[config.mk]
export PLATFORM = sky130hd
export DESIGN_NAME = lnp_mul
export DESIGN_NICKNAME = d
export VERILOG_FILES = /design/src/lnp_pkg.sv /design/src/lnp_mul.sv
export SDC_FILE = /design/constraint.sdc
export NUM_CORES = 2
export LEC_CHECK = 0
export ABC_AREA = 0
export BUFFER_PORTS_ARGS = -buffer_cell sky130_fd_sc_hd__buf_4
export CORE_UTILIZATION = 45
export CTS_BUF_LIST = sky130_fd_sc_hd__clkbuf_8
export CTS_CLUSTER_SIZE = 30
export DETAILED_ROUTE_END_ITERATION = 6
export PLACE_DENSITY_LB_ADDON = 0.12
export REMOVE_ABC_BUFFERS = 1
export SLEW_MARGIN = 10
export SYNTH_ARGS = -nofsm -noshare
export SYNTH_HDL_FRONTEND = slang
export SYNTH_SLANG_ARGS = --single-unit
[constraint.sdc]
create_clock -name i_clk -period 9.35 [get_ports i_clk]
set_input_delay 0.935 -clock i_clk [delete_from_list [all_inputs] [get_ports i_clk]]
set_output_delay 0.935 -clock i_clk [all_outputs]
set_load 0.05 [all_outputs]
[src/lnp_pkg.sv]
// lnp_pkg: shared constants, types and helpers of the lif neuron core
// with exponential-current synapse rings; no dependencies
package lnp_pkg;

    // population and ring geometry
    localparam int POP_SIZE = 128;
    localparam int SLOTS    = 16;

    localparam int NEUR_AW   = (POP_SIZE > 1) ? $clog2(POP_SIZE) : 1;
    localparam int SLOT_W    = $clog2(SLOTS);
    localparam int BIN_DEPTH = POP_SIZE * SLOTS;
    localparam int BIN_AW    = $clog2(BIN_DEPTH);

    // fixed field layout
    localparam int DATA_W     = 32;
    localparam int REFR_W     = 16;
    localparam int DECAY_W    = 17;
    localparam int IDX_W      = 7;
    localparam int WEIGHT_W   = 24;
    localparam int TYPE_BIT   = 24;
    localparam int TARGET_LSB = 25;
    localparam int TARGET_W   = 7;
    localparam int FRAC_BITS  = 16;
    localparam int CFG_IDX_W  = 3;
    localparam int NEUR_W     = DATA_W + REFR_W;

    // shared multiplier: 33-bit signed by 18-bit signed
    localparam int MUL_A_W = DATA_W + 1;
    localparam int MUL_B_W = DECAY_W + 1;
    localparam int MUL_P_W = MUL_A_W + MUL_B_W;

    typedef enum logic [1:0] {
        CMD_SYN  = 2'd0,
        CMD_UPD  = 2'd1,
        CMD_TICK = 2'd2
    } t_cmd;

    typedef enum logic [CFG_IDX_W-1:0] {
        CFG_REST   = 3'd0,
        CFG_MDECAY = 3'd1,
        CFG_BIAS   = 3'd2,
        CFG_THRESH = 3'd3,
        CFG_VRESET = 3'd4,
        CFG_REFR   = 3'd5,
        CFG_EDECAY = 3'd6,
        CFG_IDECAY = 3'd7
    } t_cfg_idx;

    typedef struct packed {
        logic [DATA_W-1:0]  rest;
        logic [DECAY_W-1:0] mdecay;
        logic [DATA_W-1:0]  bias;
        logic [DATA_W-1:0]  thresh;
        logic [DATA_W-1:0]  vreset;
        logic [REFR_W-1:0]  refr_ticks;
        logic [DECAY_W-1:0] edecay;
        logic [DECAY_W-1:0] idecay;
    } t_cfg;

    // bin address of one neuron's ring entry
    function automatic logic [BIN_AW-1:0] bin_addr(input logic [NEUR_AW-1:0] nid,
                                                   input logic [SLOT_W-1:0] slot);
        bin_addr = BIN_AW'(int'(nid) * SLOTS + int'(slot));
    endfunction

endpackage

[src/lnp_mul.sv]
// lnp_mul: shared registered signed multiplier for membrane and current decay
// depends on lnp_pkg
module lnp_mul (
    input  logic                               i_clk,
    input  logic                               i_en,
    input  logic signed [lnp_pkg::MUL_A_W-1:0] i_a,
    input  logic signed [lnp_pkg::MUL_B_W-1:0] i_b,
    output logic signed [lnp_pkg::MUL_P_W-1:0] o_p
);

    logic signed [lnp_pkg::MUL_P_W-1:0] r_p;

    // product holds while not enabled
    always_ff @(posedge i_clk) begin
        if (i_en) begin
            r_p <= i_a * i_b;
        end
    end

    assign o_p = r_p;

endmodule

==> tab_implementation.tex <==
\begin{tabular}{lr}
\hline
Metric & Value \\
\hline
\multicolumn{2}{l}{\textbf{Run status}} \\
Result of the run & finished clean \\
\multicolumn{2}{l}{\textbf{Clock network}} \\
CTS tree & yes \\
Sink count of the clock tree & 51 \\
Post-CTS Setup Repair Bufs & 0 \\
Maximum buffer depth of the clock tree & 2 \\
Number of buffers added to fix hold violations after cts & 0 \\
Post-CTS sizing & 0 \\
Total clock buffers created by CTS & 5 \\
Maximum level of the CTS H-tree & 2 \\
CTS clock-pin slew for the worst setup and hold paths & 140 ps \\
Root Driver & sky130\_fd\_sc\_hd\_\_clkbuf\_8 \\
\multicolumn{2}{l}{\textbf{Global route}} \\
Vias in the first global route & 17061 \\
Largest net degree at the start of global routing & 52 \\
Global-route congestion overflow total & 0 \\
Number of antenna violations at the first check in global routing & 0 \\
Total Routing Usage GR & 25.1\% \\
First-pass GRT wire length & 94300 um \\
\multicolumn{2}{l}{\textbf{Route}} \\
DRC violation total after the first TritonRoute iteration & 740 \\
Pre-antenna DRT Iters & 5 \\
Mean routed wirelength per cell & 19.6 um \\
Post-Route WL & 57800 um \\
Number of DRC violations after detailed routing & 0 \\
Count of antenna-violating nets left after detailed routing & 0 \\
Detail-routed via count per cell & 5.15 \\
Total number of vias & 15183 \\
\multicolumn{2}{l}{\textbf{Worst setup path}} \\
Class of the most critical setup path & primary input to flop \\
Arrival time at the worst endpoint & 7430 ps \\
Data required time of the worst path & 9490 ps \\
Critical path endpoint category & flop \\
Category of the worst setup path launch point & primary input \\
Crit Path Max Fanout & 19 \\
\multicolumn{2}{l}{\textbf{Place}} \\
HPWL reported at the end of detailed placement & 44000 um \\
IO buf count & 103 \\
Placed cell areas & 22900 sq um \\
Routability congestion estimate & 0.881 \\
Worst slack at placement & 1640 ps \\
\multicolumn{2}{l}{\textbf{Worst hold path}} \\
Worst hold path startpoint & i\_a[0] \\
Path category of the worst min-delay check & primary input to flop \\
Worst hold path cell count & 2 \\
End point of the most critical hold path & o\_p[0] \\
\multicolumn{2}{l}{\textbf{Timing}} \\
Fmax & 137 MHz \\
Final number of max-transition violations & 0 \\
Worst relative slew slack & 40.0\% \\
Period Utilization, post-route & 78.0\% \\
Setup Total Neg Slack & 0 ps \\
Worst-margin pin slew & 898 ps \\
Final Hold Fails & 0 \\
Min cycle time layout & 7290 ps \\
Worst Setup Slack, final & 2060 ps \\
Setup violators final & 0 \\
RSZ-0062 raised after global routing & no \\
\multicolumn{2}{l}{\textbf{Cells and area}} \\
Synth-to-Final Area Change & 5.72\% \\
FILL cells & 4597 \\
Leading cell type in the layout, fill and taps excluded & sky130\_fd\_sc\_hd\_\_inv\_1 \\
Area used by multi-input combinational logic & 17500 sq um \\
Layout Utilization & 48.2\% \\
Final cell area excluding filler cells & 23000 sq um \\
Number of nets at the end of the flow & 3080 \\
Leading cell types in the layout, fill and taps excluded & sky130\_fd\_sc\_hd\_\_inv\_1 (618), sky130\_fd\_sc\_hd\_\_fa\_1 (569), sky130\_fd\_sc\_hd\_\_nand2\_1 (358) \\
Number of antenna repair diodes & 0 \\
Share of post-route cells with drive strength above 1 & 5.57\% \\
Total area of sequential cells & 1530 sq um \\
Largest register FFs & 51 \\
\multicolumn{2}{l}{\textbf{Floorplanning}} \\
Core region area & 47700 sq um \\
Die Area & 49300 sq um \\
Initial core utilization & 45.6\% \\
Number of I/O pins & 104 \\
Number of rows created at floorplan & 80 \\
Die width & 222 um \\
Vert. Die Dim & 222 um \\
\multicolumn{2}{l}{\textbf{Synthesis}} \\
Share of synthesized flip-flops with an asynchronous set or reset & 0\% \\
Post-Synthesis Mean Instance Area & 9.35 sq um \\
Fraction of the yosys area taken by sequential cells & 7.03\% \\
Synthesized netlist cell count & 2328 \\
Count of different cell masters after synthesis & 58 \\
Seq cells post-synth & 51 \\
Main flop type after synthesis & sky130\_fd\_sc\_hd\_\_edfxtp\_1 \\
Yosys Warn Count & 0 \\
Number of enable flip-flop cells after synthesis & 51 \\
Post-synthesis cell area & 21800 sq um \\
\multicolumn{2}{l}{\textbf{Run}} \\
Count of maximum capacitance violations & 0 \\
\hline
\end{tabular}
layer usage:
layer / global-route usage (%) / part of all wire [%]
met5: 0 / 0
met4: 6.45 / 2.2
met3: 3.06 / 5.0
met2: 43.0 / 50
met1: 33.8 / 43
per-stage QoR:
step	hold WS [ps]	std cells
2_1_floorplan	1050	2224
3_3_place_gp	1420	2943
3_5_place_dp	1420	2943
4_1_cts	1030	2951
5_1_grt	1070	2951
6_report	1070	2951
worst max-delay path by stage:
stage	from	end	slack, ps	depth (start not counted)
finish	i_b[17]	o_p[45]	2060	20
global route	i_b[17]	o_p[45]	1700	22
CTS	i_b[17]	o_p[49]	2070	20
detailed placement	i_b[17]	o_p[45]	1640	22
global placement	i_b[17]	o_p[45]	1750	20
floorplan	i_b[17]	o_p[45]	2750	21
worst max-delay path, cell delays in order:
cell and delay (ps):
sky130_fd_sc_hd__buf_4 140, sky130_fd_sc_hd__inv_1 650, sky130_fd_sc_hd__nor2_1 140, sky130_fd_sc_hd__fa_1 540, sky130_fd_sc_hd__fa_1 450, sky130_fd_sc_hd__fa_1 530
sky130_fd_sc_hd__fa_1 430, sky130_fd_sc_hd__fa_1 510, sky130_fd_sc_hd__fa_1 430, sky130_fd_sc_hd__ha_1 380, sky130_fd_sc_hd__a21oi_1 220, sky130_fd_sc_hd__o2111ai_1 170
sky130_fd_sc_hd__a221oi_1 350, sky130_fd_sc_hd__nor2b_1 120, sky130_fd_sc_hd__a31oi_4 280, sky130_fd_sc_hd__o31ai_2 140, sky130_fd_sc_hd__a311oi_4 530, sky130_fd_sc_hd__o221ai_2 170
sky130_fd_sc_hd__a21oi_2 180, sky130_fd_sc_hd__xnor2_1 80
cell families (layout without fill, tap and decap cells):
logic type	count (synthesis)	count (layout)	share of synthesized area, %
adder cells (fa/ha/maj)	692	692	59.4
AND/OR/NAND/NOR	680	680	14.9
XOR/XNOR	54	54	2.17
buffers and inverters	722	730	12.5
flip-flops	51	51	7.03
AO/OA/AOI/OAI	129	129	4.08
synth_stat cells, types with 8 or more instances:
| library cell | number | area share [%] |
|---|---|---|
| sky130_fd_sc_hd__o21ai_0 | 23 | 0.53 |
| sky130_fd_sc_hd__and2_1 | 231 | 6.6 |
| sky130_fd_sc_hd__xor2_1 | 11 | 0.44 |
| sky130_fd_sc_hd__nand2_1 | 358 | 6.2 |
| sky130_fd_sc_hd__inv_1 | 618 | 11 |
| sky130_fd_sc_hd__xnor2_1 | 43 | 1.7 |
| sky130_fd_sc_hd__a21o_1 | 11 | 0.38 |
| sky130_fd_sc_hd__a21oi_1 | 40 | 0.92 |
| sky130_fd_sc_hd__edfxtp_1 | 51 | 7.0 |
| sky130_fd_sc_hd__nor3_1 | 8 | 0.18 |
| sky130_fd_sc_hd__clkbuf_1 | 101 | 1.7 |
| sky130_fd_sc_hd__nor2_1 | 48 | 0.83 |
| sky130_fd_sc_hd__ha_1 | 123 | 7.1 |
| sky130_fd_sc_hd__fa_1 | 569 | 52 |
| sky130_fd_sc_hd__o21a_1 | 9 | 0.31 |
final cells by class:
class,count,area share [%]
clock buffers,5,0.299
clock inverters,3,0.109
inverters,618,10.1
multi-input cells,1555,76.1
flip-flops and latches,51,6.65
well taps,615,3.34
repair buffers,104,3.39
Power is left out: the tool's default activity adds up to more than one toggle a clock period on the data nets, which glitch-free logic cannot reach.
