===== config.mk =====
export PLATFORM = sky130hd
export DESIGN_NAME = lnp_cfg
export DESIGN_NICKNAME = d
export VERILOG_FILES = /design/src/lnp_pkg.sv /design/src/lnp_cfg.sv
export SDC_FILE = /design/constraint.sdc
export NUM_CORES = 1
export LEC_CHECK = 0
export BUFFER_PORTS_ARGS = -buffer_cell sky130_fd_sc_hd__buf_4
export CAP_MARGIN = 10
export CELL_PAD_IN_SITES_DETAIL_PLACEMENT = 2
export CELL_PAD_IN_SITES_GLOBAL_PLACEMENT = 2
export CORE_MARGIN = 1
export CORE_UTILIZATION = 33
export CTS_CLUSTER_SIZE = 30
export DETAILED_ROUTE_END_ITERATION = 12
export GPL_ROUTABILITY_DRIVEN = 0
export GPL_TIMING_DRIVEN = 1
export PLACE_DENSITY = 0.93
export SLEW_MARGIN = 0
export SYNTH_ARGS = -nofsm -noshare
export SYNTH_HDL_FRONTEND = slang
export SYNTH_SLANG_ARGS = --single-unit

===== constraint.sdc =====
create_clock -name i_clk -period 2.7 [get_ports i_clk]
set_input_delay 0.54 -clock i_clk [delete_from_list [all_inputs] [get_ports i_clk]]
set_output_delay 0.54 -clock i_clk [all_outputs]
set_load 0.02 [all_outputs]

===== src/lnp_pkg.sv =====
// lnp_pkg: shared constants, types and helpers of the lif neuron core
// with exponential-current synapse rings; no dependencies
package lnp_pkg;

    // population and ring geometry
    localparam int POP_SIZE = 128;
    localparam int SLOTS    = 16;

    localparam int NEUR_AW   = (POP_SIZE > 1) ? $clog2(POP_SIZE) : 1;
    localparam int SLOT_W    = $clog2(SLOTS);
    localparam int BIN_DEPTH = POP_SIZE * SLOTS;
    localparam int BIN_AW    = $clog2(BIN_DEPTH);

    // fixed field layout
    localparam int DATA_W     = 32;
    localparam int REFR_W     = 16;
    localparam int DECAY_W    = 17;
    localparam int IDX_W      = 7;
    localparam int WEIGHT_W   = 24;
    localparam int TYPE_BIT   = 24;
    localparam int TARGET_LSB = 25;
    localparam int TARGET_W   = 7;
    localparam int FRAC_BITS  = 16;
    localparam int CFG_IDX_W  = 3;
    localparam int NEUR_W     = DATA_W + REFR_W;

    // shared multiplier: 33-bit signed by 18-bit signed
    localparam int MUL_A_W = DATA_W + 1;
    localparam int MUL_B_W = DECAY_W + 1;
    localparam int MUL_P_W = MUL_A_W + MUL_B_W;

    typedef enum logic [1:0] {
        CMD_SYN  = 2'd0,
        CMD_UPD  = 2'd1,
        CMD_TICK = 2'd2
    } t_cmd;

    typedef enum logic [CFG_IDX_W-1:0] {
        CFG_REST   = 3'd0,
        CFG_MDECAY = 3'd1,
        CFG_BIAS   = 3'd2,
        CFG_THRESH = 3'd3,
        CFG_VRESET = 3'd4,
        CFG_REFR   = 3'd5,
        CFG_EDECAY = 3'd6,
        CFG_IDECAY = 3'd7
    } t_cfg_idx;

    typedef struct packed {
        logic [DATA_W-1:0]  rest;
        logic [DECAY_W-1:0] mdecay;
        logic [DATA_W-1:0]  bias;
        logic [DATA_W-1:0]  thresh;
        logic [DATA_W-1:0]  vreset;
        logic [REFR_W-1:0]  refr_ticks;
        logic [DECAY_W-1:0] edecay;
        logic [DECAY_W-1:0] idecay;
    } t_cfg;

    // bin address of one neuron's ring entry
    function automatic logic [BIN_AW-1:0] bin_addr(input logic [NEUR_AW-1:0] nid,
                                                   input logic [SLOT_W-1:0] slot);
        bin_addr = BIN_AW'(int'(nid) * SLOTS + int'(slot));
    endfunction

endpackage


===== src/lnp_cfg.sv =====
// lnp_cfg: shared neuron parameter registers written over the config channel
// depends on lnp_pkg
module lnp_cfg (
    input  logic                             i_clk,
    input  logic                             i_rst_n,
    input  logic                             i_we,
    input  logic [lnp_pkg::CFG_IDX_W-1:0]    i_index,
    input  logic [lnp_pkg::DATA_W-1:0]       i_data,
    output lnp_pkg::t_cfg                    o_cfg
);

    lnp_pkg::t_cfg r_cfg;

    always_ff @(posedge i_clk) begin
        if (!i_rst_n) begin
            r_cfg <= '0;
        end else if (i_we) begin
            unique case (lnp_pkg::t_cfg_idx'(i_index))
                lnp_pkg::CFG_REST:   r_cfg.rest       <= i_data;
                lnp_pkg::CFG_MDECAY: r_cfg.mdecay     <= i_data[lnp_pkg::DECAY_W-1:0];
                lnp_pkg::CFG_BIAS:   r_cfg.bias       <= i_data;
                lnp_pkg::CFG_THRESH: r_cfg.thresh     <= i_data;
                lnp_pkg::CFG_VRESET: r_cfg.vreset     <= i_data;
                lnp_pkg::CFG_REFR:   r_cfg.refr_ticks <= i_data[lnp_pkg::REFR_W-1:0];
                lnp_pkg::CFG_EDECAY: r_cfg.edecay     <= i_data[lnp_pkg::DECAY_W-1:0];
                lnp_pkg::CFG_IDECAY: r_cfg.idecay     <= i_data[lnp_pkg::DECAY_W-1:0];
                default: ;
            endcase
        end
    end

    assign o_cfg = r_cfg;

endmodule


==> qor.csv, run 1 <==
stage,metric,value,unit
run_status,run_status,"finished, final reports clean",
sta,slew_headroom,0.550,
final_layout,drive_above_1_share,0.312,
sta,fin_skew,0,ns
synth,yosysWarnings,0,
critical_path,cp.required,2.16,ns
synth,syn_avg_cell_area,10.5,um2
clock_tree,cts_hold_buf,0,
sta,hold_viol_final,0,
pwr,switching_share,0.243,
synth,synth_cell_types,14,
synth,ys_seq_area_frac,0.550,
sta,period_needed,1.53,ns
synth,synth_seq_cells,195,
critical_path,arrival,0.99,ns
worst_hold_path,hold_depth,3,
clock_tree,cts-resized-gates,0,
critical_path,cp_slowest_stage_delay,0.39,ns
final_layout,register_area,0.00390,mm2
detailed_routing,drc,0,
pwr,internal_power,0.00470,W
final_layout,diodes,0,
critical_path,path_cells,buf_4,
pwr,power.density,642,mW/mm2
final_layout,fillerInstances,2204,
placed_design,numPortBuffers,232,
critical_path,worst-path-buf-inv,1,
flow_run,max_cap_violations,0,
clock_tree,cts_max_level,4,
global_routing,grt.total_usage,0.228,
die,dieArea,0.0221,mm2
pwr,seq_power_share,0.479,
worst_hold_path,holdCritPathClass,input port to flip-flop,
pwr,leakagePower,4.84,nW
clock_tree,clockBufferDepth,2,
global_routing,antenna_found_initial,0,
global_routing,grt_max_degree,46,
critical_path,cp_max_fo,2,
pwr,pwr-share-comb,0.082,
sta,period_share,0.565,
sta,rsz0062_at_grt,no,
placed_design,place_ws,0.738,ns
pwr,power,0.00621,W
die,die_x,149,um
clock_tree,root_buffer,clkbuf_16,
placed_design,dp_hpwl,17.3,mm
final_layout,largest_reg_flops,195,
final_layout,final_cell_area,0.00968,mm2
clock_tree,cts_made_buffers,17,
die,die_y,149,um
global_routing,overflow,0,
detailed_routing,routedWlPerCell,21.1,um
final_layout,area_growth,36.3,%
detailed_routing,postRouteAntennaNets,0,
placed_design,placed_cell_area,0.00905,mm2
pwr,peakVddDrop,0.000335,V
sta,slew_viol_final,0,
die,num_rows,53,
clock_tree,cts_tree,built,
die,core_area,0.0211,mm2
die,num_io_pins,233,
pwr,switchingPower,0.00151,W
global_routing,grt_pass1_wl,37.6,mm
sta,finalWorstSetupSlack,1.17,ns
detailed_routing,dr_total_vias,5728,
clock_tree,clkTransAtPathRegs,0.07,ns
critical_path,r2r.worst_path.cells,2,
clock_tree,clock_latency,0.43,ns
final_layout,fin_cells,1178,
sta,tightest_slew,0.676,ns
detailed_routing,vias_per_cell,4.86,
critical_path,path_delay_family,flip-flops,
final_layout,nNetsFinal,930,
detailed_routing,wl,24.9,mm
clock_tree,cts_setup_buffers,0,
synth,synth_cells,674,
placed_design,numPlacedInstances,1148,
critical_path,critPathKind,flip-flop to output port,
sta,max_freq,655,MHz
pwr,clockPowerShare,0.439,
detailed_routing,drtPass1Iterations,4,
final_layout,final_common_cell,buf_4,
final_layout,multiInputGateArea,0.00292,mm2
sta,tns,0,ns
critical_path,crit_slowest_cell,dfxtp_1,
final_layout,final_cell_mix,"buf_4, nand2_1, mux2i_1, dfxtp_1, clkbuf_16",
sta,setup_viol,0,
die,initial_utilization,0.337,
global_routing,grt_pass1_vias,6414,
critical_path,critical_path_cell_count,1,
synth,syn-num-nets,712,
critical_path,startpoint_type,flip-flop,
detailed_routing,drt_iter0_markers,163,
critical_path,cp-end-kind,output port,
synth,synth_area,0.00710,mm2
clock_tree,cts.sink_count,195,
==> worst register-to-register path, cell delays in order, from the launching register on <==
cell     delay (ns)
dfxtp_1        0.35
nand2_1        0.09
mux2i_1        0.25
==> cell type report <==
class / instances / area share
Clock inverter: 9 / 0.0146
Tap cell: 275 / 0.0356
Sequential cell: 195 / 0.403
Timing Repair Buffer: 248 / 0.195
Clock buffer: 21 / 0.0497
Multi-Input combinational cell: 430 / 0.301
==> cells in the mapped netlist <==
cell | instances | area share
nand2_1 | 227 | 0.12
dfxtp_1 | 195 | 0.55
mux2i_1 | 195 | 0.27
clkbuf_1 | 14 | 0.0074
buf_2 | 13 | 0.0092
buf_4 | 10 | 0.011
buf_6 | 8 | 0.013
buf_1 | 3 | 0.0016
nand4b_1 | 3 | 0.0037
nand4bb_1 | 2 | 0.0032
and4bb_2 | 1 | 0.0018
clkbuf_2 | 1 | 0.00070
nand4_1 | 1 | 0.00088
nor4b_4 | 1 | 0.0033
==> layer usage <==
metal	vias up	routed length, um	GRT usage
li1	2657	-	-
met1	2833	9560	0.241
met2	181	12900	0.410
met3	57	1240	0.0552
met4	0	1160	0.132
met5	-	0	0
==> power by group through the flow <==
| stage | logic [W] | registers (W) | clock network (W) |
|---|---|---|---|
| final | 0.000507 | 0.00298 | 0.00273 |
| after global routing | 0.000539 | 0.00298 | 0.00288 |
| after CTS | 0.000516 | 0.00298 | 0.00277 |
| after detailed placement | 0.000510 | 0.00304 | 0 |
| after global placement | 0.000494 | 0.00304 | 0 |
| after floorplan | 0.000201 | 0.00311 | 0 |
==> path summary, 6_finish.rpt <==
path	from	endpoint	slack (ns)
setup / recovery	o_cfg[151]$_SDFFE_PN0P_	o_cfg[151]	1.17
hold / removal	i_data[27]	o_cfg[109]$_SDFFE_PN0P_	0.45
setup reg to reg	o_cfg[155]$_SDFFE_PN0P_	o_cfg[155]$_SDFFE_PN0P_	1.92
hold reg to reg	o_cfg[117]$_SDFFE_PN0P_	o_cfg[117]$_SDFFE_PN0P_	0.46
==> metrics by stage <==
stage / utilization / hold WS, ns
after CTS: 0.459 / 0.443
after detailed placement: 0.429 / 0.455
after global routing: 0.459 / 0.443
after global placement: 0.429 / 0.442
final: 0.459 / 0.451
after floorplan: - / 0.532
==> logic make-up after synthesis <==
kind of cell           Yosys count  share of synthesized area
flip-flops                     195                      0.550
multiplexers                   195                      0.275
AND/OR/NAND/NOR                235                      0.133
buffers and inverters           49                     0.0421
Power figures use the tool's default switching activity.
==> run 2: changes to the inputs <==
ABC_AREA = 1   (was not set)
CORE_UTILIZATION = 24   (was 33)
PLACE_DENSITY = 0.82   (was 0.93)
clock period = 1.32 ns   (was 2.7 ns; I/O delays follow)
==> qor.csv, run 2 <==
stage,metric,value,unit,change
global_routing,antenna_found_initial,1,,was 0
global_routing,grt_pass1_wl,50.4,mm,was 37.6 mm
detailed_routing,postRouteAntennaNets,0,,unchanged
synth,synth_seq_cells,195,,unchanged
die,dieArea,0.0325,mm2,was 0.0221 mm2
die,core_area,0.0309,mm2,was 0.0211 mm2
pwr,power.density,1250,mW/mm2,was 642 mW/mm2
clock_tree,clkTransAtPathRegs,0.07,ns,about the same
detailed_routing,routedWlPerCell,19.1,um,was 21.1 um
synth,ys_seq_area_frac,0.512,,was 0.550
critical_path,arrival,1.02,ns,was 0.99 ns
sta,period_share,0.972,,
sta,slew_viol_final,0,,unchanged
global_routing,grt_pass1_vias,8517,,was 6414
clock_tree,clockBufferDepth,2,,unchanged
pwr,peakVddDrop,0.000811,V,was 0.000335 V
final_layout,final_common_cell,nor2_1,,was buf_4
final_layout,drive_above_1_share,0.242,,was 0.312
detailed_routing,drtPass1Iterations,4,,unchanged
detailed_routing,dr_total_vias,8043,,was 5728
worst_hold_path,holdCritPathClass,input port to flip-flop,,unchanged
placed_design,numPortBuffers,232,,unchanged
synth,syn-num-nets,1145,,was 712
flow_run,max_cap_violations,0,,unchanged
die,num_rows,64,,was 53
final_layout,final_cell_mix,"nor2_1, buf_4, nand2_1",,"was buf_4, nand2_1, mux2i_1, dfxtp_1, clkbuf_16"
final_layout,area_growth,40.5,%,was 36.3%
sta,tns,0,ns,unchanged
sta,max_freq,780,MHz,
critical_path,cp.required,1.06,ns,was 2.16 ns
global_routing,grt_max_degree,70,,was 46
clock_tree,clock_latency,0.43,ns,about the same
die,die_y,180,um,was 149 um
die,num_io_pins,233,,unchanged
final_layout,nNetsFinal,1364,,was 930
synth,yosys.area.top_type,dfxtp_1,,unchanged
placed_design,numPlacedInstances,1703,,was 1148
global_routing,grt.total_usage,0.203,,was 0.228
detailed_routing,drc,0,,unchanged
sta,rsz0062_at_grt,no,,unchanged
sta,hold_viol_final,0,,unchanged
placed_design,dp_hpwl,23.0,mm,was 17.3 mm
synth,syn_avg_cell_area,6.88,um2,was 10.5 um2
final_layout,post-route-util,0.346,,was 0.459
die,die_x,180,um,was 149 um
detailed_routing,vias_per_cell,4.63,,was 4.86
sta,setup_viol,0,,unchanged
clock_tree,cts_made_buffers,17,,unchanged
sta,tightest_slew,0.507,ns,was 0.676 ns
synth,synth-main-ff-cell,dfxtp_1,,unchanged
synth,yosysWarnings,0,,unchanged
critical_path,startpoint_type,flip-flop,,unchanged
final_layout,largest_reg_flops,195,,unchanged
synth,synth_area_leaders,"dfxtp_1, nor2_1, nand3_1",,"was dfxtp_1, mux2i_1, nand2_1"
clock_tree,cts_tree,built,,unchanged
synth,synth_cell_types,11,,was 14
critical_path,path_delay_family,flip-flops,,unchanged
synth,synth_commonest_cells,"nor2_1, nand2_1, dfxtp_1, nand3_1, buf_2",,"was nand2_1, dfxtp_1, mux2i_1, clkbuf_1, buf_2"
sta,whs,0.118,ns,was 0.451 ns
final_layout,fin_cells,1736,,was 1178
critical_path,critPathKind,flip-flop to output port,,unchanged
run_status,run_status,"finished, final reports clean",,unchanged
synth,synth_cells,1107,,was 674
clock_tree,cts.sink_count,195,,unchanged
synth,synth_edf_count,0,,unchanged
clock_tree,cts_max_level,4,,unchanged
clock_tree,root_buffer,clkbuf_16,,unchanged
sta,fin_skew,0,ns,unchanged
critical_path,worst-path-buf-inv,1,,unchanged
pwr,leakagePower,4.94,nW,was 4.84 nW
synth,yosysMostFrequentCell,nor2_1,,was nand2_1
synth,synth_area,0.00762,mm2,was 0.00710 mm2
critical_path,path_cells,buf_4,,unchanged
critical_path,cp-end-kind,output port,,unchanged
sta,period_needed,1.28,ns,
global_routing,overflow,0,,unchanged
critical_path,cp_slowest_stage_delay,0.41,ns,was 0.39 ns
placed_design,placed_cell_area,0.0101,mm2,was 0.00905 mm2
critical_path,cp_max_fo,2,,unchanged
die,initial_utilization,0.247,,was 0.337
detailed_routing,drt_iter0_markers,367,,was 163
detailed_routing,wl,33.1,mm,was 24.9 mm
synth,synth_top_area_frac,0.512,,was 0.550
final_layout,final_cell_area,0.0107,mm2,was 0.00968 mm2
critical_path,crit_slowest_cell,dfxtp_1,,unchanged
synth,async_flop_share,0,,unchanged
sta,slew_headroom,0.662,,was 0.550
[run 2: path summary, 6_finish.rpt]
| kind | from | slack (ns) | cells past startpoint | end |
|---|---|---|---|---|
| worst min register to register | o_cfg[15]$_SDFFE_PN0P_ | 0.49 | 2 | o_cfg[15]$_SDFFE_PN0P_ |
| worst max register to register | o_cfg[188]$_SDFFE_PN0P_ | 0.66 | 2 | o_cfg[188]$_SDFFE_PN0P_ |
| worst max-delay path | o_cfg[38]$_SDFFE_PN0P_ | 0.04 | 1 | o_cfg[38] |
| worst min-delay path | i_rst_n | 0.12 | 3 | o_cfg[31]$_SDFFE_PN0P_ |
[run 2: kinds of logic after synthesis]
group | count (synthesis) | share of synthesized area
AND/OR/NAND/NOR | 798 | 0.424
flip-flops | 195 | 0.512
buffers and inverters | 114 | 0.0639
[run 2: stage by stage]
step                setup slack, ns  power (W)
floorplan                     0.200    0.00733
detailed placement          -0.0542    0.00828
global placement             0.0224    0.00821
global route                 0.0110     0.0139
finish                       0.0373     0.0133
CTS                          0.0212     0.0136
[run 2: repair_timing]
action                                  4_1_cts  5_1_grt
gates resized for setup                       0        1
setup buffers                                 0        0
hold endpoints to repair                      0        0
hold buffers                                  0        0
endpoints found under the setup margin        0        1
[run 2: per-layer routing]
| layer | global-route usage | part of all wire |
|---|---|---|
| met1 | 0.251 | 0.44 |
| met2 | 0.361 | 0.50 |
| met3 | 0.0257 | 0.027 |
| met4 | 0.0738 | 0.028 |
| met5 | 0 | 0 |
[run 2: report_power, final]
part / switching (W) / internal [W]
registers: 0.000145 / 0.00609
logic: 0.00120 / 0.000695
clock network: 0.00270 / 0.00252
[run 2: cell type report]
| cell class | count | area [um2] |
|---|---|---|
| Sequential cell | 195 | 3910 |
| Antenna cell | 1 | 2.50 |
| Clock buffer | 18 | 429 |
| Timing Repair Buffer | 276 | 2330 |
| Clock inverter | 14 | 140 |
| Fill cell | 3663 | 20200 |
| Multi-Input combinational cell | 798 | 3260 |
| Tap cell | 396 | 495 |
| Inverter | 38 | 143 |
==> run 3: changes to the inputs <==
==> constraint.sdc (replaced) <==
create_clock -name i_clk -period 1.32 [get_ports i_clk]
set_input_delay 0.198 -clock i_clk [delete_from_list [all_inputs] [get_ports i_clk]]
set_output_delay 0.198 -clock i_clk [all_outputs]
set_load 0.02 [all_outputs]
==> qor.csv, run 3 (synthesized netlist as in run 2, its figures left out) <==
stage,metric,value,unit,change
die,initial_utilization,0.247,,unchanged
clock_tree,cts_setup_buffers,0,,unchanged
critical_path,critPathCapture,o_cfg[167],,was o_cfg[38]
sta,tns,0,ns,unchanged
final_layout,fillerInstances,3664,,was 3663
final_layout,area_growth,39.5,%,was 40.5%
critical_path,reg2reg_from,o_cfg[73]$_SDFFE_PN0P_,,was o_cfg[188]$_SDFFE_PN0P_
clock_tree,cts_max_level,4,,unchanged
critical_path,cp-end-kind,output port,,unchanged
clock_tree,cts_hold_buf,0,,unchanged
critical_path,critical_path_cell_count,1,,unchanged
critical_path,cp_max_fo,2,,unchanged
clock_tree,clock_latency,0.43,ns,about the same
sta,whs,0.0671,ns,was 0.118 ns
run_status,run_status,"finished, final reports clean",,unchanged
detailed_routing,vias_per_cell,4.67,,was 4.63
final_layout,multiInputGateArea,0.00326,mm2,unchanged
critical_path,worst-path-buf-inv,1,,unchanged
sta,tightest_slew,0.539,ns,was 0.507 ns
die,num_rows,64,,unchanged
clock_tree,root_buffer,clkbuf_16,,unchanged
critical_path,r2r.worst_path.cells,2,,unchanged
clock_tree,cts_tree,built,,unchanged
critical_path,path_delay_family,flip-flops,,unchanged
detailed_routing,drc,0,,unchanged
sta,slew_viol_final,0,,unchanged
global_routing,antenna_found_initial,1,,unchanged
detailed_routing,drtPass1Iterations,5,,was 4
clock_tree,clkTransAtPathRegs,0.09,ns,was 0.07 ns
placed_design,dp_hpwl,22.7,mm,was 23.0 mm
clock_tree,cts-resized-gates,0,,unchanged
sta,fin_skew,0,ns,unchanged
sta,finalWorstSetupSlack,0.0874,ns,was 0.0373 ns
die,die_y,180,um,unchanged
final_layout,register_area,0.00390,mm2,was 0.00391 mm2
detailed_routing,routedWlPerCell,18.9,um,was 19.1 um
critical_path,arrival,1.03,ns,was 1.02 ns
critical_path,cp_slowest_stage_delay,0.41,ns,about the same
global_routing,grt_pass1_wl,50.2,mm,was 50.4 mm
final_layout,drive_above_1_share,0.237,,was 0.242
pwr,power.density,1250,mW/mm2,about the same
clock_tree,cts.sink_count,195,,unchanged
global_routing,grt.total_usage,0.203,,about the same
sta,hold_viol_final,0,,unchanged
final_layout,nNetsFinal,1358,,was 1364
sta,slew_headroom,0.640,,was 0.662
detailed_routing,postRouteAntennaNets,0,,unchanged
worst_hold_path,worstHoldStart,i_rst_n,,unchanged
sta,max_freq,811,MHz,was 780 MHz
detailed_routing,drt_iter0_markers,315,,was 367
global_routing,grt_max_degree,62,,was 70
clock_tree,clockBufferDepth,2,,unchanged
critical_path,path_cells,buf_4,,unchanged
placed_design,numPortBuffers,232,,unchanged
final_layout,final_common_cell,nor2_1,,unchanged
clock_tree,cts_made_buffers,17,,unchanged
placed_design,place_ws,0.0859,ns,was -0.0542 ns
pwr,peakVddDrop,0.000872,V,was 0.000811 V
critical_path,startpoint_type,flip-flop,,unchanged
critical_path,critPathKind,flip-flop to output port,,unchanged
flow_run,max_cap_violations,0,,unchanged
critical_path,cp.required,1.12,ns,was 1.06 ns
sta,rsz0062_at_grt,no,,unchanged
die,core_area,0.0309,mm2,unchanged
global_routing,overflow,0,,unchanged
critical_path,startpoint,o_cfg[167]$_SDFFE_PN0P_,,was o_cfg[38]$_SDFFE_PN0P_
worst_hold_path,holdCritPathClass,input port to flip-flop,,unchanged
sta,period_needed,1.23,ns,was 1.28 ns
critical_path,crit_slowest_cell,dfxtp_1,,unchanged
sta,period_share,0.934,,was 0.972
die,num_io_pins,233,,unchanged
critical_path,r2r-end,o_cfg[73]$_SDFFE_PN0P_,,was o_cfg[188]$_SDFFE_PN0P_
pwr,leakagePower,4.90,nW,was 4.94 nW
global_routing,grt_pass1_vias,8392,,was 8517
final_layout,largest_reg_flops,195,,unchanged
final_layout,final_cell_mix,"nor2_1, buf_4, nand2_1",,unchanged
detailed_routing,dr_total_vias,8069,,was 8043
detailed_routing,wl,32.6,mm,was 33.1 mm
critical_path,ff2ff_setup_slack,0.66,ns,about the same
sta,setup_viol,0,,unchanged
die,die_x,180,um,unchanged
die,dieArea,0.0325,mm2,unchanged
run 3: worst min-delay path by stage:
stage,to,slack [ns],cells past startpoint
after floorplan,o_cfg[180]$_SDFFE_PN0P_,0.45,4
after global placement,o_cfg[80]$_SDFFE_PN0P_,0.47,2
after detailed placement,o_cfg[80]$_SDFFE_PN0P_,0.48,2
after CTS,o_cfg[11]$_SDFFE_PN0P_,0.04,3
after global routing,o_cfg[11]$_SDFFE_PN0P_,0.05,3
final,o_cfg[11]$_SDFFE_PN0P_,0.07,3
run 3: power breakdown:
part           switching [W]  internal [W]
logic                0.00119      0.000683
registers           0.000142       0.00609
clock network        0.00260       0.00254
run 3: area by class of cell:
class | count | share of cell area
flip-flops and latches | 195 | 0.367
multi-input cells | 798 | 0.307
repair buffers | 270 | 0.213
well taps | 396 | 0.0466
clock buffers | 19 | 0.0417
inverters | 38 | 0.0134
clock inverters | 12 | 0.0106
diodes | 1 | 0.000235
run 3: through the flow:
step	cell area (um2)	cells	util	power [W]
CTS	10600	1728	0.344	0.0134
global route	10600	1729	0.344	0.0138
global placement	10100	1697	0.326	0.00820
floorplan	7620	1107	-	0.00733
finish	10600	1729	0.344	0.0132
detailed placement	10100	1697	0.326	0.00826
run 3: metal layers:
metal | up-vias | track usage | share of wire
li1 | 3841 | - | -
met1 | 4008 | 0.254 | 0.44
met2 | 178 | 0.351 | 0.50
met3 | 42 | 0.0273 | 0.027
met4 | 0 | 0.0821 | 0.027
met5 | - | 0 | 0
